### src/design/ssf_pkg.sv
package ssf_pkg;

  localparam int SAMPLE_BITS     = 16;
  localparam int MAX_HALF_WINDOW = 16;
  localparam int RING_DEPTH      = 64;

  localparam int RING_AW = $clog2(RING_DEPTH);
  localparam int H_CAP   = (MAX_HALF_WINDOW < (RING_DEPTH - 1) / 2) ?
                           MAX_HALF_WINDOW : (RING_DEPTH - 1) / 2;
  localparam int CNT_W   = $clog2(2 * H_CAP + 2);
  localparam int SUM_W   = SAMPLE_BITS + $clog2(2 * H_CAP + 1);
  localparam int DIVC_W  = $clog2(SUM_W);

  localparam int MODE_W  = 2;
  localparam int HALF_W  = 5;
  localparam int ALPHA_W = 17;
  localparam int GAIN_W  = 16;
  localparam int OUT_W   = 33;
  localparam int IDX_W   = 32;
  localparam int Y_W     = SAMPLE_BITS + 16;
  localparam int PS_W    = Y_W + 1 + ALPHA_W + 1;
  localparam int PD_W    = SAMPLE_BITS + 1 + GAIN_W + 1;
  localparam int IN_TW   = ((SAMPLE_BITS + 7) / 8) * 8;
  localparam int OUT_TW  = ((OUT_W + 7) / 8) * 8;

  localparam logic [ALPHA_W-1:0] ALPHA_ONE = ALPHA_W'(65536);

  localparam logic [MODE_W-1:0] MODE_AVG    = 2'd0;
  localparam logic [MODE_W-1:0] MODE_SMOOTH = 2'd1;
  localparam logic [MODE_W-1:0] MODE_DIFF   = 2'd2;

  localparam logic [1:0] REG_MODE  = 2'd0;
  localparam logic [1:0] REG_HALF  = 2'd1;
  localparam logic [1:0] REG_ALPHA = 2'd2;
  localparam logic [1:0] REG_GAIN  = 2'd3;

  typedef enum logic [2:0] {
    ST_IDLE, ST_MUL, ST_POST, ST_PLAN, ST_SUM, ST_DIV, ST_WAIT, ST_EMIT
  } state_t;

  typedef struct packed {
    logic                    start;
    logic signed [SUM_W-1:0] dividend;
    logic [CNT_W-1:0]        divisor;
  } div_req_t;

  typedef struct packed {
    logic                    busy;
    logic                    done;
    logic signed [SUM_W-1:0] quotient;
  } div_rsp_t;

endpackage

### src/design/ssf_ram.sv
module ssf_ram #(
  parameter int WIDTH = 16,
  parameter int DEPTH = 64
) (
  input  logic                     clk,
  input  logic                     we,
  input  logic [$clog2(DEPTH)-1:0] addr,
  input  logic [WIDTH-1:0]         wdata,
  output logic [WIDTH-1:0]         rdata
);

  logic [WIDTH-1:0] mem [DEPTH];
  logic [WIDTH-1:0] rdata_r;

  always_ff @(posedge clk) begin
    if (we) begin
      mem[addr] <= wdata;
    end
    rdata_r <= mem[addr];
  end

  assign rdata = rdata_r;

endmodule

### src/design/ssf_div.sv
module ssf_div (
  input  logic              clk,
  input  logic              rst_n,
  input  ssf_pkg::div_req_t req,
  output ssf_pkg::div_rsp_t rsp
);
  import ssf_pkg::*;

  logic              busy_r, busy_nxt;
  logic              done_r, done_nxt;
  logic [DIVC_W-1:0] cnt_r, cnt_nxt;
  logic [CNT_W-1:0]  rem_r, rem_nxt;
  logic [CNT_W-1:0]  dsr_r, dsr_nxt;
  logic [SUM_W-1:0]  quo_r, quo_nxt;
  logic              neg_r, neg_nxt;
  logic [CNT_W:0]    rs;

  always_ff @(posedge clk) begin
    if (!rst_n) begin
      busy_r <= 1'b0;
      done_r <= 1'b0;
    end else begin
      busy_r <= busy_nxt;
      done_r <= done_nxt;
    end
    cnt_r <= cnt_nxt;
    rem_r <= rem_nxt;
    dsr_r <= dsr_nxt;
    quo_r <= quo_nxt;
    neg_r <= neg_nxt;
  end

  always_comb begin
    busy_nxt = busy_r;
    done_nxt = 1'b0;
    cnt_nxt  = cnt_r;
    rem_nxt  = rem_r;
    dsr_nxt  = dsr_r;
    quo_nxt  = quo_r;
    neg_nxt  = neg_r;
    rs       = {rem_r, quo_r[SUM_W-1]};
    if (req.start && !busy_r) begin
      busy_nxt = 1'b1;
      cnt_nxt  = DIVC_W'(SUM_W - 1);
      rem_nxt  = '0;
      dsr_nxt  = req.divisor;
      neg_nxt  = req.dividend[SUM_W-1];
      quo_nxt  = req.dividend[SUM_W-1] ? SUM_W'(-req.dividend) : SUM_W'(req.dividend);
    end else if (busy_r) begin
      // restoring step, one quotient bit per cycle
      if (rs >= {1'b0, dsr_r}) begin
        rem_nxt = CNT_W'(rs - {1'b0, dsr_r});
        quo_nxt = {quo_r[SUM_W-2:0], 1'b1};
      end else begin
        rem_nxt = rs[CNT_W-1:0];
        quo_nxt = {quo_r[SUM_W-2:0], 1'b0};
      end
      cnt_nxt = cnt_r - 1'b1;
      if (cnt_r == '0) begin
        busy_nxt = 1'b0;
        done_nxt = 1'b1;
      end
    end
  end

  always_comb begin
    rsp.busy     = busy_r;
    rsp.done     = done_r;
    rsp.quotient = neg_r ? -$signed(quo_r) : $signed(quo_r);
  end

endmodule

### src/design/selectable_sample_filter_core.sv
// channel | ports                              | payload
// in      | in_tvalid/in_tready/in_tdata/tlast | sample, end_of_record
// out     | out_tvalid/out_tready/out_tdata/.. | filtered, last_out
// cfg     | psel/penable/pwrite/paddr/pwdata.. | four registers at 4*i
// One item at a time. Difference runs MUL, POST, EMIT; smoothing adds WAIT before EMIT.
// Average: per result, ring reads of the window on the single RAM port,
// then the bit-serial divider; a flush repeats this per result.
// Reset is synchronous; ring contents need no clearing (only samples of the
// current record are read). A stalled output holds the block in its emit step.
module selectable_sample_filter_core (
  input  logic                           clk,
  input  logic                           rst_n,
  input  logic                           in_tvalid,
  output logic                           in_tready,
  input  logic [ssf_pkg::IN_TW-1:0]      in_tdata,   // [15:0] sample
  input  logic                           in_tlast,   // end_of_record
  output logic                           out_tvalid,
  input  logic                           out_tready,
  output logic [ssf_pkg::OUT_TW-1:0]     out_tdata,  // [32:0] filtered, rest zero
  output logic                           out_tlast,  // last_out
  input  logic                           psel,
  input  logic                           penable,
  input  logic                           pwrite,
  input  logic [3:0]                     paddr,
  input  logic [31:0]                    pwdata,
  output logic [31:0]                    prdata,
  output logic                           pready
);
  import ssf_pkg::*;

  // configuration
  logic [MODE_W-1:0]  mode_r;
  logic [HALF_W-1:0]  half_r;
  logic [ALPHA_W-1:0] alpha_r;
  logic [GAIN_W-1:0]  gain_r;
  logic [1:0]         reg_idx;
  logic               cfg_wr;

  assign pready  = 1'b1;
  assign reg_idx = paddr[3:2];
  assign cfg_wr  = psel && penable && pwrite;

  always_ff @(posedge clk) begin
    if (!rst_n) begin
      mode_r  <= MODE_AVG;
      half_r  <= HALF_W'(1);
      alpha_r <= ALPHA_W'(32768);
      gain_r  <= GAIN_W'(1);
    end else if (cfg_wr) begin
      case (reg_idx)
        REG_MODE:  mode_r  <= pwdata[MODE_W-1:0];
        REG_HALF:  half_r  <= pwdata[HALF_W-1:0];
        REG_ALPHA: alpha_r <= pwdata[ALPHA_W-1:0];
        REG_GAIN:  gain_r  <= pwdata[GAIN_W-1:0];
        default: ;
      endcase
    end
  end

  always_comb begin
    case (reg_idx)
      REG_MODE:  prdata = 32'(mode_r);
      REG_HALF:  prdata = 32'(half_r);
      REG_ALPHA: prdata = 32'(alpha_r);
      REG_GAIN:  prdata = 32'(gain_r);
      default:   prdata = '0;
    endcase
  end

  // state
  state_t                        state_r, state_nxt;
  logic [RING_AW-1:0]            wp_r, wp_nxt;
  logic [IDX_W-1:0]              idx_r, idx_nxt;
  logic signed [Y_W-1:0]         y_r, y_nxt;
  logic signed [SAMPLE_BITS-1:0] prev_r, prev_nxt;
  logic                          started_r, started_nxt;

  logic signed [SAMPLE_BITS-1:0] x_r, x_nxt;
  logic                          last_r, last_nxt;
  logic [HALF_W-1:0]             h_r, h_nxt;
  logic [IDX_W-1:0]              k_r, k_nxt;
  logic [MODE_W-1:0]             md_r, md_nxt;
  logic signed [PS_W-1:0]        ps_r, ps_nxt;
  logic signed [PD_W-1:0]        pd_r, pd_nxt;
  logic [CNT_W-1:0]              d_r, d_nxt;
  logic [CNT_W-1:0]              hi_r, hi_nxt;
  logic [CNT_W-1:0]              b_r, b_nxt;
  logic                          rdv_r, rdv_nxt;
  logic signed [SUM_W-1:0]       acc_r, acc_nxt;
  logic signed [OUT_W-1:0]       res_r, res_nxt;
  logic                          rlast_r, rlast_nxt;

  logic                          ov_r, ov_nxt;
  logic signed [OUT_W-1:0]       od_r, od_nxt;
  logic                          ol_r, ol_nxt;

  logic                          ram_we;
  logic [RING_AW-1:0]            ram_addr;
  logic [SAMPLE_BITS-1:0]        ram_rdata;
  div_req_t                      dreq;
  div_rsp_t                      drsp;

  logic [HALF_W-1:0]             h_eff;
  logic [ALPHA_W-1:0]            a_eff;
  logic signed [Y_W:0]           dv;
  logic signed [SAMPLE_BITS:0]   dx;
  logic signed [PS_W-1:0]        ps_mul;
  logic signed [PD_W-1:0]        pd_mul;
  logic signed [PS_W-1:0]        ps_rnd;
  logic signed [Y_W:0]           y_out_t;
  logic signed [63:0]            pd_ext;
  logic [IDX_W-1:0]              dh;

  assign h_eff = (half_r > HALF_W'(H_CAP)) ? HALF_W'(H_CAP) : half_r;
  assign a_eff = (alpha_r > ALPHA_ONE) ? ALPHA_ONE : alpha_r;
  assign dv    = (Y_W+1)'($signed({x_r, 16'h0000})) - (Y_W+1)'(y_r);
  assign dx    = (SAMPLE_BITS+1)'(x_r) - (SAMPLE_BITS+1)'(prev_r);
  assign ps_mul  = dv * $signed({1'b0, a_eff});
  assign pd_mul  = dx * $signed({1'b0, gain_r});
  assign ps_rnd  = (ps_r + PS_W'(32768)) >>> 16;
  assign y_out_t = ((Y_W+1)'(y_r) + (Y_W+1)'(32768)) >>> 16;
  assign pd_ext  = 64'(pd_r);
  assign dh      = IDX_W'(d_r) + IDX_W'(h_r);

  ssf_ram #(.WIDTH(SAMPLE_BITS), .DEPTH(RING_DEPTH)) u_ring (
    .clk   (clk),
    .we    (ram_we),
    .addr  (ram_addr),
    .wdata (in_tdata[SAMPLE_BITS-1:0]),
    .rdata (ram_rdata)
  );

  ssf_div u_div (
    .clk   (clk),
    .rst_n (rst_n),
    .req   (dreq),
    .rsp   (drsp)
  );

  always_ff @(posedge clk) begin
    if (!rst_n) begin
      state_r   <= ST_IDLE;
      wp_r      <= '0;
      idx_r     <= '0;
      y_r       <= '0;
      prev_r    <= '0;
      started_r <= 1'b0;
      rdv_r     <= 1'b0;
      ov_r      <= 1'b0;
    end else begin
      state_r   <= state_nxt;
      wp_r      <= wp_nxt;
      idx_r     <= idx_nxt;
      y_r       <= y_nxt;
      prev_r    <= prev_nxt;
      started_r <= started_nxt;
      rdv_r     <= rdv_nxt;
      ov_r      <= ov_nxt;
    end
    x_r     <= x_nxt;
    last_r  <= last_nxt;
    h_r     <= h_nxt;
    k_r     <= k_nxt;
    md_r    <= md_nxt;
    ps_r    <= ps_nxt;
    pd_r    <= pd_nxt;
    d_r     <= d_nxt;
    hi_r    <= hi_nxt;
    b_r     <= b_nxt;
    acc_r   <= acc_nxt;
    res_r   <= res_nxt;
    rlast_r <= rlast_nxt;
    od_r    <= od_nxt;
    ol_r    <= ol_nxt;
  end

  always_comb begin
    state_nxt   = state_r;
    wp_nxt      = wp_r;
    idx_nxt     = idx_r;
    y_nxt       = y_r;
    prev_nxt    = prev_r;
    started_nxt = started_r;
    x_nxt       = x_r;
    last_nxt    = last_r;
    h_nxt       = h_r;
    k_nxt       = k_r;
    md_nxt      = md_r;
    ps_nxt      = ps_r;
    pd_nxt      = pd_r;
    d_nxt       = d_r;
    hi_nxt      = hi_r;
    b_nxt       = b_r;
    rdv_nxt     = 1'b0;
    acc_nxt     = acc_r;
    res_nxt     = res_r;
    rlast_nxt   = rlast_r;
    ov_nxt      = ov_r && !out_tready;
    od_nxt      = od_r;
    ol_nxt      = ol_r;
    ram_we      = 1'b0;
    ram_addr    = wp_r;
    dreq.start    = 1'b0;
    dreq.dividend = acc_r;
    dreq.divisor  = hi_r + 1'b1;
    in_tready   = (state_r == ST_IDLE);

    case (state_r)
      ST_IDLE: begin
        if (in_tvalid) begin
          ram_we   = 1'b1;
          wp_nxt   = wp_r + 1'b1;
          x_nxt    = $signed(in_tdata[SAMPLE_BITS-1:0]);
          last_nxt = in_tlast;
          h_nxt    = h_eff;
          k_nxt    = idx_r;
          md_nxt   = mode_r;
          state_nxt = ST_MUL;
        end
      end
      ST_MUL: begin
        ps_nxt = ps_mul;
        pd_nxt = pd_mul;
        state_nxt = ST_POST;
      end
      ST_POST: begin
        if (!started_r) begin
          y_nxt = $signed({x_r, 16'h0000});
        end else begin
          y_nxt = y_r + Y_W'(ps_rnd);
        end
        prev_nxt = x_r;
        if (last_r) begin
          idx_nxt     = '0;
          started_nxt = 1'b0;
        end else begin
          if (idx_r != '1) begin
            idx_nxt = idx_r + 1'b1;
          end
          started_nxt = 1'b1;
        end
        rlast_nxt = last_r;
        state_nxt = ST_IDLE;
        case (md_r)
          MODE_SMOOTH: begin
            // output is taken from y_r once it holds this item's update
            state_nxt = ST_WAIT;
          end
          MODE_DIFF: begin
            if (!started_r) begin
              res_nxt = '0;
            end else if (pd_ext > 64'sd4294967295) begin
              res_nxt = OUT_W'(64'sd4294967295);
            end else if (pd_ext < -64'sd4294967296) begin
              res_nxt = OUT_W'(-64'sd4294967296);
            end else begin
              res_nxt = OUT_W'(pd_ext);
            end
            state_nxt = ST_EMIT;
          end
          MODE_AVG: begin
            if (last_r) begin
              d_nxt = (IDX_W'(h_r) < k_r) ? CNT_W'(h_r) : CNT_W'(k_r);
              state_nxt = ST_PLAN;
            end else if (k_r >= IDX_W'(h_r)) begin
              d_nxt = CNT_W'(h_r);
              state_nxt = ST_PLAN;
            end
          end
          default: ;
        endcase
      end
      ST_PLAN: begin
        hi_nxt  = (dh < k_r) ? CNT_W'(dh) : CNT_W'(k_r);
        b_nxt   = '0;
        acc_nxt = '0;
        state_nxt = ST_SUM;
      end
      ST_SUM: begin
        // newest sample sits at wp_r - 1; read b samples further back
        ram_addr = wp_r - RING_AW'(1) - RING_AW'(b_r);
        if (b_r <= hi_r) begin
          b_nxt   = b_r + 1'b1;
          rdv_nxt = 1'b1;
        end
        if (rdv_r) begin
          acc_nxt = acc_r + SUM_W'($signed(ram_rdata));
        end else if (b_r > hi_r) begin
          state_nxt = ST_DIV;
        end
      end
      ST_DIV: begin
        dreq.start = 1'b1;
        state_nxt  = ST_WAIT;
      end
      ST_WAIT: begin
        if (md_r == MODE_SMOOTH) begin
          res_nxt   = OUT_W'(y_out_t);
          state_nxt = ST_EMIT;
        end else if (drsp.done) begin
          res_nxt   = OUT_W'(drsp.quotient);
          rlast_nxt = last_r && (d_r == '0);
          state_nxt = ST_EMIT;
        end
      end
      ST_EMIT: begin
        if (!ov_r || out_tready) begin
          ov_nxt = 1'b1;
          od_nxt = res_r;
          ol_nxt = rlast_r;
          if (md_r == MODE_AVG && last_r && d_r != '0) begin
            d_nxt     = d_r - 1'b1;
            state_nxt = ST_PLAN;
          end else begin
            state_nxt = ST_IDLE;
          end
        end
      end
      default: state_nxt = ST_IDLE;
    endcase
  end

  assign out_tvalid = ov_r;
  assign out_tdata  = OUT_TW'($unsigned(od_r));
  assign out_tlast  = ol_r;

  a_div_idle: assert property (@(posedge clk) disable iff (!rst_n)
    state_r == ST_IDLE |-> !drsp.busy)
    else $error("divider busy while block idle");

  a_accept_leaves_idle: assert property (@(posedge clk) disable iff (!rst_n)
    in_tvalid && in_tready |=> state_r == ST_MUL)
    else $error("accepted item did not start processing");

  a_sum_bound: assert property (@(posedge clk) disable iff (!rst_n)
    state_r == ST_SUM |-> b_r <= hi_r + 1'b1)
    else $error("ring read count overran window");

endmodule
### config.mk
export PLATFORM = sky130hd
export DESIGN_NAME = selectable_sample_filter_core
export DESIGN_NICKNAME = d
export VERILOG_FILES = /design/src/design/ssf_pkg.sv /design/src/design/ssf_ram.sv /design/src/design/ssf_div.sv /design/src/design/selectable_sample_filter_core.sv
export SDC_FILE = /design/constraint.sdc
export NUM_CORES = 2
export LEC_CHECK = 0
export BUFFER_PORTS_ARGS = -buffer_cell sky130_fd_sc_hd__buf_2
export CORE_AREA = 2 2 319 479
export DETAILED_ROUTE_END_ITERATION = 16
export DIE_AREA = 0 0 321 481
export PLACE_DENSITY = 0.76
export SLEW_MARGIN = 20
export SYNTH_ARGS = -nofsm -noshare
export SYNTH_HDL_FRONTEND = slang
export SYNTH_SLANG_ARGS = --single-unit
export TNS_END_PERCENT = 50
### constraint.sdc
create_clock -name clk -period 9.8 [get_ports clk]
set_clock_uncertainty 0.2 [all_clocks]
set_input_delay 0 -clock clk [delete_from_list [all_inputs] [get_ports clk]]
set_output_delay 0 -clock clk [all_outputs]
set_load 0.05 [all_outputs]
==> impl_metrics.yaml <==
routing:
  drt-total-wl_mm: 264.5
  wl_per_cell_um: 25.91
  first_iter_violations: 6598
  firstDrtPassIters: 6
  drc: 0
  dr_total_vias: 63670
  via_per_inst: 6.237
  ant_nets: 0
place:
  port_buffers: 95
  place_hpwl_mm: 182.8
  dp_worst_setup_slack_ns: 0.4865
  dpl_cell_area_um2: 93610
  placed_cells: 9877
  routabilityCongestion: 1.014
sta:
  hold_viol: 0
  worst_slack_ns: 0.4488
  max_slew.worst_pin.slew_ns: 1.397
  tns_ns: 0
  setup_violations: 0
  final_max_slew_viol_count: 0
  finalCritPeriodShare: 0.9542
  period_needed_ns: 9.351
  slew_headroom: 0.06235
  fmax_mhz: 106.9
  rsz0062_at_grt: "false"
cells_and_area:
  syn2layout_area_growth_pct: 10.21
  final_nets: 9328
  num-fill-cells: 11080
  finalNonFillerCells: 10210
  final_area_um2: 99010
  layout-drive-gt1-share: 0.08359
worst_setup_path:
  max_stage_delay_ns: 0.80
  crit_arrival_ns: 9.69
  critPathLaunchType: "flop"
  r2r-start: "y_r[19]"
  rr_worst_depth: 30
  cp_max_fo: 8
  cpMostUsedCell: "fa_1"
  slowest_stage: "xnor2_1"
  regToRegEndpoint: "ps_r[42]"
  r2r_slack_ns: 0.45
  end_kind: "flop"
  worst-setup-path-type: "reg2reg"
  cp.required_ns: 10.14
pwr:
  switching_share: 0.4141
  internal_power_uw: 13870
  clockPowerShare: 0.230
  seqPwrFrac: 0.327
  total_power_uw: 23680
  vdd_drop_max_v: 0.0003272
  power_density_nw_per_um2: 239.1
  power.leakage_uw: 0.04017
  combPwrFrac: 0.443
  power_switching_uw: 9805
floorplanning:
  row_count: 175
  dieHeight_um: 481
  die_area_um2: 154400
  start_util: 0.5963
  fp.dieW_um: 321
  coreArea_um2: 150600
  ioPinCount: 136
clock_network:
  cts_buffer_depth: 3
  htreeDepth: 4
  cts_tree: "built"
  cts_made_buffers: 139
  postCtsSetupRepairBufs: 0
  cts.reportedPaths.clkPinSlew_ns: 0.06
  clock-sinks: 1445
  clock-root-buffer: "clkbuf_16"
  worst_skew_pair.late_latency_ns: 0.82
worst_hold_path:
  min_from: "rst_n"
  holdPathStages: 4
  hold_end: "half_r[0]"
  hold_class: "in2reg"
yosys:
  synth_cell_type_count: 88
  synth_edf_count: 1284
  async_reset_ff_frac: 0
  yosysMostFrequentCell: "edfxtp_1"
  syn_inst: 7913
  yosysSeqAreaShare: 0.4651
  ys_top_cells_by_area: "edfxtp_1 (43%), fa_1 (18%), ha_1 (4.6%)"
  synth_common_cells: "edfxtp_1 (1284), nand2_1 (1036), inv_1 (1021)"
  netlist_area_um2: 89840
  synth_ff_type: "edfxtp_1"
  avgSynthCellArea_um2: 11.35
  synth_top_cell_area_share: 0.4292
  synth_largest_area_cell: "edfxtp_1"
  ys_ff_latch: 1445
  yosys_warnings: 0
global_routing:
  grt_pass1_vias: 66470
  antenna_found_initial: 7
  grt_usage: 0.3482
  grt_max_degree: 87
  grt_first_pass_wirelength_mm: 398.2
  grt.overflow.total: 0
flow_run:
  cap_violations: 0
outcome:
  status: "completed"
layout by cell type, fill, tap and decap left out, types with 72 or more instances in the layout:
cell type and n:
dfxtp_1 161, and2_1 135, ha_1 332, xor2_1 125, o21ai_0 136, buf_2 94, dlygate4sd3_1 72, nor2_1 566
a22oi_1 161, a221oi_1 84, fa_1 793, xnor2_1 214, nand3_1 115, nand2_1 1035, clkbuf_16 140, buf_4 273
edfxtp_1 1284, inv_1 1021, a21oi_1 410
worst max-delay path by stage:
stage	cells past startpoint	end	from
after global placement	30	ps_r[42]	y_r[19]
final	30	ps_r[42]	y_r[19]
after floorplan	35	ps_r[46]	y_r[0]
after CTS	29	ps_r[47]	y_r[19]
after detailed placement	29	ps_r[47]	y_r[19]
after global routing	32	pd_r[33]	x_r[0]
flip-flops by register name (all words and copies together) (netlist names), 17 cells and up:
register and flops:
pd_r 34, k_r 32, od_r 33, res_r 33
alpha_r 17, u_div.quo_r 22, acc_r 22, ps_r 33
idx_r 32, u_ring.mem 1024, y_r 32
cell type report:
class,instances,area (um2),area share
antenna,5,12.51,0.0001264
clock buffer,184,3749,0.03786
clock inverter,69,868.3,0.008770
inverter,1023,3840,0.03878
multi-input combinational,5091,43000,0.4343
sequential,1445,41780,0.4220
tap,1947,2436,0.02461
timing repair buffer,443,3321,0.03354
layer usage:
layer | wire length (um) | share of wire | vias to the layer above | GRT usage
li1 | - | - | 27290 | -
met1 | 85080 | 0.32 | 31610 | 0.3855
met2 | 129900 | 0.49 | 3680 | 0.5864
met3 | 24270 | 0.092 | 1081 | 0.07006
met4 | 25200 | 0.095 | 2 | 0.2759
met5 | 13 | 0.000049 | - | 0
power by group through the flow:
stage          Clock (uW)  Combinational (uW)  Sequential, uW
6_report             5450               10500            7730
2_1_floorplan           0                6310            7720
4_1_cts              5470               10200            7730
5_1_grt              5700               11200            7780
3_5_place_dp            0               10100            7850
3_3_place_gp            0                9910            7830
critical path, delay by kind of cell (launching register included):
kind | cells | cell delay [ns]
xor gates and xnor gates | 2 | 0.96
and+or+nand+nor | 3 | 0.44
AOI/OAI and AO/OA | 10 | 2.46
DFF | 1 | 0.44
adders and majority gates | 8 | 3.79
buffers and inverters | 7 | 0.81
timing repair:
| action | in CTS | in global routing |
|---|---|---|
| hold buffers | 72 | 0 |
| resized for setup | 0 | 2 |
| setup endpoints to repair | 0 | 2 |
| hold endpoints to repair | 1166 | 0 |
stage by stage:
step	util	hold slack [ns]
floorplan	-	-0.1011
global placement	0.6212	0.04008
detailed placement	0.6214	0.05383
CTS	0.6568	0.01851
global route	0.6572	0.05825
finish	0.6572	0.05870
kinds of logic after synthesis:
kind of cell	share of synthesized area
other	0.00008360
AOI/OAI and AO/OA	0.09288
DFF	0.4651
adders and majority gates	0.2230
and+or+nand+nor	0.1097
muxes	0.01572
xor gates and xnor gates	0.03354
buffers and inverters	0.06000
Power figures use the tool's default switching activity.
